## config.mk

```make
export PLATFORM = sky130hd
export DESIGN_NAME = lbrs_mac
export DESIGN_NICKNAME = d
export VERILOG_FILES = /design/src/rtl/lbrs_pkg.sv /design/src/rtl/lbrs_mac.sv
export SDC_FILE = /design/constraint.sdc
export NUM_CORES = 1
export LEC_CHECK = 0
export BUFFER_PORTS_ARGS = -buffer_cell sky130_fd_sc_hd__buf_2
export CAP_MARGIN = 0
export CORE_AREA = 2 2 109 216
export CTS_CLUSTER_DIAMETER = 100
export CTS_CLUSTER_SIZE = 24
export DETAILED_ROUTE_END_ITERATION = 10
export DIE_AREA = 0 0 111 218
export GPL_ROUTABILITY_DRIVEN = 0
export GPL_TIMING_DRIVEN = 0
export HOLD_SLACK_MARGIN = 0.03
export PLACE_DENSITY = 0.64
export SYNTH_ARGS = -nofsm -noshare
export SYNTH_HDL_FRONTEND = slang
export SYNTH_SLANG_ARGS = --single-unit
```

## constraint.sdc

```tcl
create_clock -name clk -period 7.58 [get_ports clk]
set_input_delay 1.137 -clock clk [delete_from_list [all_inputs] [get_ports clk]]
set_output_delay 1.137 -clock clk [all_outputs]
set_load 0.01 [all_outputs]
```

## src/rtl/lbrs_pkg.sv

```systemverilog
`timescale 1ns / 1ps
// ----------------------------------------------------------------------------
// lbrs_pkg
// Shared types and constants of the bilinear remap sampler.
// ----------------------------------------------------------------------------
package lbrs_pkg;

    localparam int DEF_MAX_WIDTH  = 512;
    localparam int DEF_MAX_HEIGHT = 512;

    localparam int PIX_W     = 8;
    localparam int FRAC_W    = 16;
    localparam int COORD_W   = 9;
    localparam int WADDR_W   = 18;
    localparam int DIM_W     = 10;
    localparam int ACC_W     = 32;
    localparam int STAGE1_SH = 8;

    localparam int DIM_MAX = (1 << DIM_W) - 1;

    localparam logic [DIM_W-1:0]  MIN_DIM       = 10'd4;
    localparam logic [DIM_W-1:0]  DIM_RESET     = 10'd512;
    localparam logic [FRAC_W-1:0] FRAC_ONE      = 16'hFFFF;

    localparam int CFG_ADDR_W = 3;
    localparam int CFG_DATA_W = 32;

    localparam logic REG_SRC_WIDTH  = 1'b0;
    localparam logic REG_SRC_HEIGHT = 1'b1;

    localparam logic OP_WRITE  = 1'b0;
    localparam logic OP_SAMPLE = 1'b1;

    typedef enum logic [3:0] {
        S_IDLE,
        S_ADDR,
        S_RD0,
        S_RD1,
        S_LOAD,
        S_R0,
        S_R1,
        S_L0,
        S_L1,
        S_H0,
        S_H1,
        S_DONE
    } state_t;

    typedef struct packed {
        logic en;
        logic clr;
    } mac_ctl_t;

endpackage

```

## src/rtl/lbrs_mac.sv

```systemverilog
`timescale 1ns / 1ps
// ----------------------------------------------------------------------------
// lbrs_mac
// Shared 16x16 multiply-accumulate unit for both interpolation passes.
// ----------------------------------------------------------------------------
module lbrs_mac (
    input  logic                        clk,
    input  lbrs_pkg::mac_ctl_t          ctl,
    input  logic [lbrs_pkg::FRAC_W-1:0] x,
    input  logic [lbrs_pkg::FRAC_W-1:0] y,
    output logic [lbrs_pkg::ACC_W-1:0]  acc
);

    localparam int AW = lbrs_pkg::ACC_W;

    logic [AW-1:0] acc_reg;
    logic [AW-1:0] acc_next;
    logic [AW-1:0] prod;

    always_comb
    begin
        prod     = AW'(x) * AW'(y);
        acc_next = (ctl.clr ? '0 : acc_reg) + prod;
    end

    always_ff @(posedge clk)
    begin
        if (ctl.en)
        begin
            acc_reg <= acc_next;
        end
    end

    assign acc = acc_reg;

endmodule
```

Yosys cells after proc, flatten, opt, wreduce, memory -nomap -nowiden
Cells that the tools add are included.
- add/sub/neg operators: 1
- $mul: 1
- mux-type cells: 1
- operator list (kind ; number):
    $add A32 B32 Y32 ; 1
    $mul A16 B16 Y32 ; 1
    $mux W32 ; 1
- register bits: 32
- input bits: 35
- output and inout bits: 32
- word-level logic and storage cells: 4

Depth between registers and ports, before layout
Gate-level depths: netlist of run 1.
- word-level depth: 2
- depth in mapped cells: 22
- depth with buffers taken out: 20

Worst setup path after synthesis of run 1
Ideal clock, no wire load.
- kind: in2reg
- start point: in y[7] (netlist bit)
- end point: reg acc_reg[31], in the netlist acc[31] (data pin)
- setup time: 0.260 ns
- arrival: 6.205 ns
- required time: 7.320 ns
- slack: 1.115 ns
- stages on the path: 20
- path buffers: 1
- cells stage by stage: clkbuf_1 > nand2_1 > fa_1 > inv_1 > fa_1 > inv_1 > fa_1 > inv_1 > fa_1 > fa_1 > inv_1 > fa_1 > inv_1 > ha_1 > nand4_1 > or4_1 > a311o_1 > a21oi_1 > nor3_1 > xnor2_1
- cells in the longest elaborated chain, start to end: 2
- RTL lines (element ; RTL line ; RTL):
    from (decl) ; lbrs_mac.sv:10 ; input logic [lbrs_pkg::FRAC_W-1:0] y,
    $mul A16 B16 Y32 ; lbrs_mac.sv:22 ; prod = AW'(x) * AW'(y);
    $add A32 B32 Y32 ; lbrs_mac.sv:23 ; acc_next = (ctl.clr ? '0 : acc_reg) + prod;
    named net acc_next[31] ; lbrs_mac.sv:17 ; logic [AW-1:0] acc_next;
    to (signal assigned) ; lbrs_mac.sv:30 ; acc_reg <= acc_next;
    to (decl) ; lbrs_mac.sv:16 ; logic [AW-1:0] acc_reg;
The timed path passes the listed nets, and every way through them passes these cells.
A chain may end at the register's enable or synchronous reset.

Worst setup path in the final report of run 1
- start point: in x[7] (netlist bit)
- end point: reg acc_reg[31], in the netlist acc[31] (data pin)
- cells in the longest elaborated chain, start to end: 2
- RTL lines (element ; RTL line ; RTL):
    from (decl) ; lbrs_mac.sv:9 ; input logic [lbrs_pkg::FRAC_W-1:0] x,
    $mul A16 B16 Y32 ; lbrs_mac.sv:22 ;
    $add A32 B32 Y32 ; lbrs_mac.sv:23 ;
    named net acc_next[31] ; lbrs_mac.sv:17 ;
The timed path passes the listed nets, and every way through them passes these cells.

==> flow_summary.yaml, run 1 <==
status:
  outcome: "completed"
worst_hold_path:
  hold_path_class: "reg -> reg"
  min_from: "acc[0]$_DFFE_PP_"
global_route:
  gr-total-overflow: 0
  grt_max_degree: 33
  grt_pass1_wl_mm: 47.5
  grt_pass1_vias: 8965
  grt.total_usage_pct: 25.6
  antenna_found_initial: 0
floorplanning:
  core_area_um2: 22500
  core.rowCount: 78
  fp.dieArea_um2: 24200
  die_x_um: 111
  ioPinCount: 67
  initial_utilization_pct: 47.2
  die_y_um: 218
layout:
  syn2layout_area_growth_pct: 7.89
  drive_above_1_share_pct: 6.44
  largest_register_ffs: 32
  antenna_cells: 0
  fill_cells: 2166
  nets: 1616
drt:
  wirelength_mm: 28.8
  drc_errors: 0
  drt_pass1_iterations: 5
  ant_nets: 0
  dr.first_iter.drc_count: 239
  post_drt_wl_per_cell_um: 18.7
  dr_total_vias: 7905
  viasPerCell: 5.14
synthesis:
  syn_inst: 1185
  synth_cell_type_count: 43
  syn_nets: 1544
  synth_area_um2: 10600
  avgSynthCellArea_um2: 8.98
  synth_seq_cells: 32
  synth-edff-count: 32
  yosys_warnings: 0
  ys.flop_type: "edfxtp_1"
  synth-seq-area-share_pct: 9.03
  synthArstFlopShare_pct: 0
timing:
  min_period_ps: 7240
  setup_violations: 0
  worst_pin_slew_ps: 867
  fin_tns_setup_ps: 0
  finalClockSkew_ps: 4.57
  rsz0062_at_grt: "no"
  hold_violations: 0
  post-route-period-util_pct: 95.6
  slew_viol_final: 0
  relSlewSlack_pct: 42.2
  fmax_ghz: 0.138
setup_path:
  worst-path-max-fanout: 10
  crit_arrival_ps: 7290
  startpoint_type: "input pin"
  startpoint: "x[7]"
  reg2regPathDepth: 15
  path_class: "in -> reg"
  rr_startpoint: "acc[9]$_DFFE_PP_"
  r2r_end: "acc[22]$_DFFE_PP_"
  crit_end: "acc[31]$_DFFE_PP_"
  required_ps: 7630
  r2r_slack_ps: 2540
  worstSetupEndpointType: "flop"
cts:
  htreeDepth: 2
  cts_tree: "built"
  cts_setup_buffers: 0
  cts_hold_buf: 0
  worstSkewPairLatency_ps: 300
  cts_buffer_depth: 2
  cts_root_buf: "clkbuf_16"
  clk_pin_slew_worst_paths_ps: 60
  cts-resized-gates: 0
  cts.sinks: 32
  numCtsBuffers: 5
place:
  hpwlAfterDp_mm: 25.4
  numPortBuffers: 66
job:
  cap_violations: 0
stage by stage:
step / setup WS, ps / instances / utilization (%) / hold slack, ps / cell area, um^2
floorplan: 1120 / 1185 / - / 729 / 10600
global placement: 12.8 / 1531 / 50.2 / 677 / 11300
detailed placement: 57.1 / 1531 / 50.2 / 705 / 11300
CTS: 316 / 1539 / 50.9 / 728 / 11500
global route: 26.9 / 1538 / 50.9 / 758 / 11500
finish: 337 / 1538 / 50.9 / 710 / 11500
layer usage:
metal | part of all wire [%] | up-vias | GRT usage (%)
met3 | 3.3 | 80 | 1.53
met1 | 37 | 3932 | 28.9
li1 | - | 3667 | -
met4 | 5.9 | 0 | 14.8
met5 | 0 | - | 0
met2 | 54 | 226 | 47.5
logic make-up (layout without fill, tap and decap cells):
| family | count (synthesis) | in the layout | synth area share, % |
|---|---|---|---|
| fa+ha+maj | 324 | 324 | 54.0 |
| compound gates | 87 | 87 | 5.06 |
| flops | 32 | 32 | 9.03 |
| buf+inv | 344 | 417 | 12.3 |
| simple gates | 370 | 370 | 17.3 |
| xor+xnor | 28 | 28 | 2.31 |
worst min-delay path by stage:
stage                  endpoint  cells after the start
2_1_floorplan  acc[0]$_DFFE_PP_                      2
3_3_place_gp   acc[0]$_DFFE_PP_                      2
3_5_place_dp   acc[0]$_DFFE_PP_                      2
4_1_cts        acc[0]$_DFFE_PP_                      2
5_1_grt        acc[0]$_DFFE_PP_                      2
6_report       acc[0]$_DFFE_PP_                      2
critical path, stage by stage:
cell      delay [ps]
buf_2            200
clkbuf_1         550
nand2_1          180
fa_1             560
inv_1             50
fa_1             490
inv_1             60
fa_1             530
inv_1             70
fa_1             470
fa_1             520
inv_1             50
fa_1             480
inv_1             40
ha_1             400
nand4_1          170
or4_1            600
a311o_1          350
a21oi_1          160
nor3_1            70
xnor2_1          130
Yosys cell counts, types with 2 or more instances:
| cell type | instances | area, um^2 |
|---|---|---|
| nand4_1 | 7 | 43.8 |
| o21ai_0 | 8 | 40.0 |
| and2_1 | 114 | 713 |
| nor2_1 | 19 | 71.3 |
| inv_1 | 300 | 1130 |
| nor2b_1 | 19 | 119 |
| nand2_1 | 171 | 642 |
| or3_1 | 2 | 12.5 |
| o31ai_1 | 2 | 15.0 |
| a31oi_1 | 2 | 12.5 |
| o21a_1 | 6 | 45.0 |
| a21o_1 | 5 | 37.5 |
| and4_1 | 3 | 26.3 |
| a211oi_1 | 4 | 30.0 |
| and3_1 | 3 | 18.8 |
| o21bai_1 | 3 | 22.5 |
| xnor2_1 | 16 | 140 |
| o211ai_1 | 5 | 37.5 |
| fa_1 | 225 | 4500 |
| clkbuf_1 | 36 | 135 |
| o21ai_1 | 9 | 45.0 |
| buf_4 | 2 | 15.0 |
| buf_2 | 6 | 30.0 |
| edfxtp_1 | 32 | 961 |
| a21oi_1 | 34 | 170 |
| xor2_1 | 12 | 105 |
| ha_1 | 99 | 1240 |
| nor3_1 | 9 | 45.0 |
| nand2b_1 | 18 | 113 |
layout make-up:
cell class	count	area [um^2]	share of cell area (%)
Clock buffer	5	125	1.09
Tap cell	280	350	3.05
Buffer	43	176	1.54
Inverter	300	1130	9.81
Timing Repair Buffer	66	330	2.88
Multi-Input combinational cell	809	8370	72.9
Clock inverter	3	37.5	0.327
Sequential cell	32	961	8.37
placed cells by master, fill, tap and decap left out, types with 12 or more instances in the layout:
cell	Yosys	routed
clkbuf_1	36	35
inv_1	300	300
nand2b_1	18	18
xnor2_1	16	16
fa_1	225	225
xor2_1	12	12
nor2b_1	19	19
nor2_1	19	19
ha_1	99	99
a21oi_1	34	34
nand2_1	171	171
and2_1	114	114
buf_2	6	72
edfxtp_1	32	32
Power of run 1 is not shown: default switching activity piles up to over one toggle a cycle in this logic, so the estimate is an artifact.
==> inputs of run 2 (changes only) <==
--- a/config.mk
+++ b/config.mk
@@ -5,13 +5,14 @@
 export SDC_FILE = /design/constraint.sdc
 export NUM_CORES = 1
 export LEC_CHECK = 0
+export ABC_AREA = 1
 export BUFFER_PORTS_ARGS = -buffer_cell sky130_fd_sc_hd__buf_2
 export CAP_MARGIN = 0
-export CORE_AREA = 2 2 109 216
+export CORE_AREA = 2 2 113 224
 export CTS_CLUSTER_DIAMETER = 100
 export CTS_CLUSTER_SIZE = 24
 export DETAILED_ROUTE_END_ITERATION = 10
-export DIE_AREA = 0 0 111 218
+export DIE_AREA = 0 0 115 226
 export GPL_ROUTABILITY_DRIVEN = 0
 export GPL_TIMING_DRIVEN = 0
 export HOLD_SLACK_MARGIN = 0.03
==> run 2 against run 1 <==
Sequential cell count unchanged. Synthesized cell count up 32%. Wire length up 6.9%. Area after synthesis up 8.0%. Cell area up 6.2%. Fmax up 5.2%. Sequential share of layout area down 0.49 points. Register-to-register slack better by 710 ps. Non-clock buffer count down 9. Largest cell class unchanged. Highest routed layer unchanged.
==> flow_summary.yaml, run 2 <==
cts:
  numCtsBuffers: 5
  cts.sinks: 32
  cts_buffer_depth: 2
  cts_setup_buffers: 0
  cts_tree: "built"
  cts-resized-gates: 0
  worstSkewPairLatency_ps: 290
  cts_hold_buf: 0
  clk_pin_slew_worst_paths_ps: 50
  htreeDepth: 2
  cts_root_buf: "clkbuf_16"
setup_path:
  startpoint_type: "input pin"
  required_ps: 7630
  r2r_slack_ps: 3250
  worstSetupEndpointType: "flop"
  cp_slowest_stage_delay_ps: 570
  worst_path_most_repeated_cell: "nand2_1"
  worst-path-max-fanout: 10
  crit_arrival_ps: 6930
  crit_slowest_cell: "clkbuf_1"
  path_class: "in -> reg"
global_route:
  grt_max_degree: 33
  grt_pass1_vias: 10100
  gr-total-overflow: 0
  antenna_found_initial: 0
  grt.total_usage_pct: 25.7
  grt_pass1_wl_mm: 50.8
timing:
  fmax_ghz: 0.145
  rsz0062_at_grt: "no"
  post-route-period-util_pct: 90.9
  setup_violations: 0
  timing.hold.ws_ps: 696
  hold_violations: 0
  fin_tns_setup_ps: 0
  worst_pin_slew_ps: 842
  layout_setup_ws_ps: 693
  slew_viol_final: 0
  relSlewSlack_pct: 43.8
  finalClockSkew_ps: 6.87
  min_period_ps: 6890
floorplanning:
  core_area_um2: 24300
  die_x_um: 115
  fp.dieArea_um2: 26000
  ioPinCount: 67
  initial_utilization_pct: 47.2
  die_y_um: 226
  core.rowCount: 81
synthesis:
  synth_area_um2: 11500
  synth.most_common_cell: "inv_1"
  ys.flop_type: "edfxtp_1"
  syn_inst: 1559
  synthArstFlopShare_pct: 0
  syn_nets: 1918
  synth-seq-area-share_pct: 8.36
  avgSynthCellArea_um2: 7.37
  synth_top_area_cell: "fa_1"
  synth_cell_type_count: 22
  synth_seq_cells: 32
  synth-edff-count: 32
  synthTopCellsByArea: "fa_1 (39%), inv_1 (17%), nand2_1 (16%), ha_1 (11%), edfxtp_1 (8.4%)"
  synth_common_cells: "inv_1 (525), nand2_1 (477), fa_1 (225)"
  synth_top_area_share_pct: 39.2
  yosys_warnings: 0
drt:
  viasPerCell: 4.86
  dr.first_iter.drc_count: 264
  drt_pass1_iterations: 5
  dr_total_vias: 9188
  drc_errors: 0
  post_drt_wl_per_cell_um: 16.3
  ant_nets: 0
  wirelength_mm: 30.8
place:
  dp_slack_ps: 403
  hpwlAfterDp_mm: 27.7
  numPortBuffers: 34
  placed_cell_area_um2: 12000
layout:
  nets: 1959
  final_cell_mix: "inv_1 (525), nand2_1 (477), fa_1 (225), ha_1 (99), clkbuf_1 (65)"
  postLayoutCellArea_um2: 12200
  antenna_cells: 0
  drive_above_1_share_pct: 4.00
  fill_cells: 2438
  largest_register_ffs: 32
  final_common_cell: "inv_1"
  syn2layout_area_growth_pct: 6.05
worst_hold_path:
  hold_path_class: "reg -> reg"
job:
  cap_violations: 0
status:
  outcome: "completed"
==> run 2: layout make-up <==
type	instances	area (um^2)	share of cell area, %
Inverter	526	1970	16.2
Sequential cell	32	961	7.89
Tap cell	290	363	2.98
Clock buffer	5	125	1.03
Timing Repair Buffer	34	170	1.40
Clock inverter	3	37.5	0.308
Multi-Input combinational cell	935	8310	68.2
Buffer	66	248	2.03
==> run 2: per-stage QoR <==
| stage | cells | util (%) |
|---|---|---|
| finish | 1891 | 50.1 |
| global route | 1891 | 50.1 |
| CTS | 1891 | 50.1 |
| detailed placement | 1883 | 49.4 |
| global placement | 1883 | 49.4 |
| floorplan | 1559 | - |
==> run 2: worst max-delay path, delay by kind of cell <==
family	cells	cell delay (ps)
AOI/OAI and AO/OA	1	230
buffers and inverters	8	1310
and+or+nand+nor	9	820
adders and majority gates	7	3410
==> run 2: logic make-up after synthesis <==
| group | share of synthesized area [%] |
|---|---|
| adders and majority gates | 50.0 |
| DFF | 8.36 |
| AOI/OAI and AO/OA | 0.936 |
| buffers and inverters | 19.3 |
| and+or+nand+nor | 20.0 |
| xor gates and xnor gates | 1.36 |
==> run 2: final timing paths <==
path,start,to,cells after the start
max,x[7],acc[28]$_DFFE_PP_,25
min,acc[0]$_DFFE_PP_,acc[0]$_DFFE_PP_,3
max reg2reg,acc[9]$_DFFE_PP_,acc[27]$_DFFE_PP_,16
min reg2reg,acc[0]$_DFFE_PP_,acc[0]$_DFFE_PP_,3
==> run 2: per-layer routing <==
layer / up-vias / global-route usage, % / share of wire, %
li1: 4380 / - / -
met1: 4452 / 27.4 / 35
met2: 250 / 47.4 / 54
met3: 106 / 1.21 / 3.3
met4: 0 / 17.9 / 8.1
met5: - / 0 / 0
Power of run 2 is left out for the same reason.
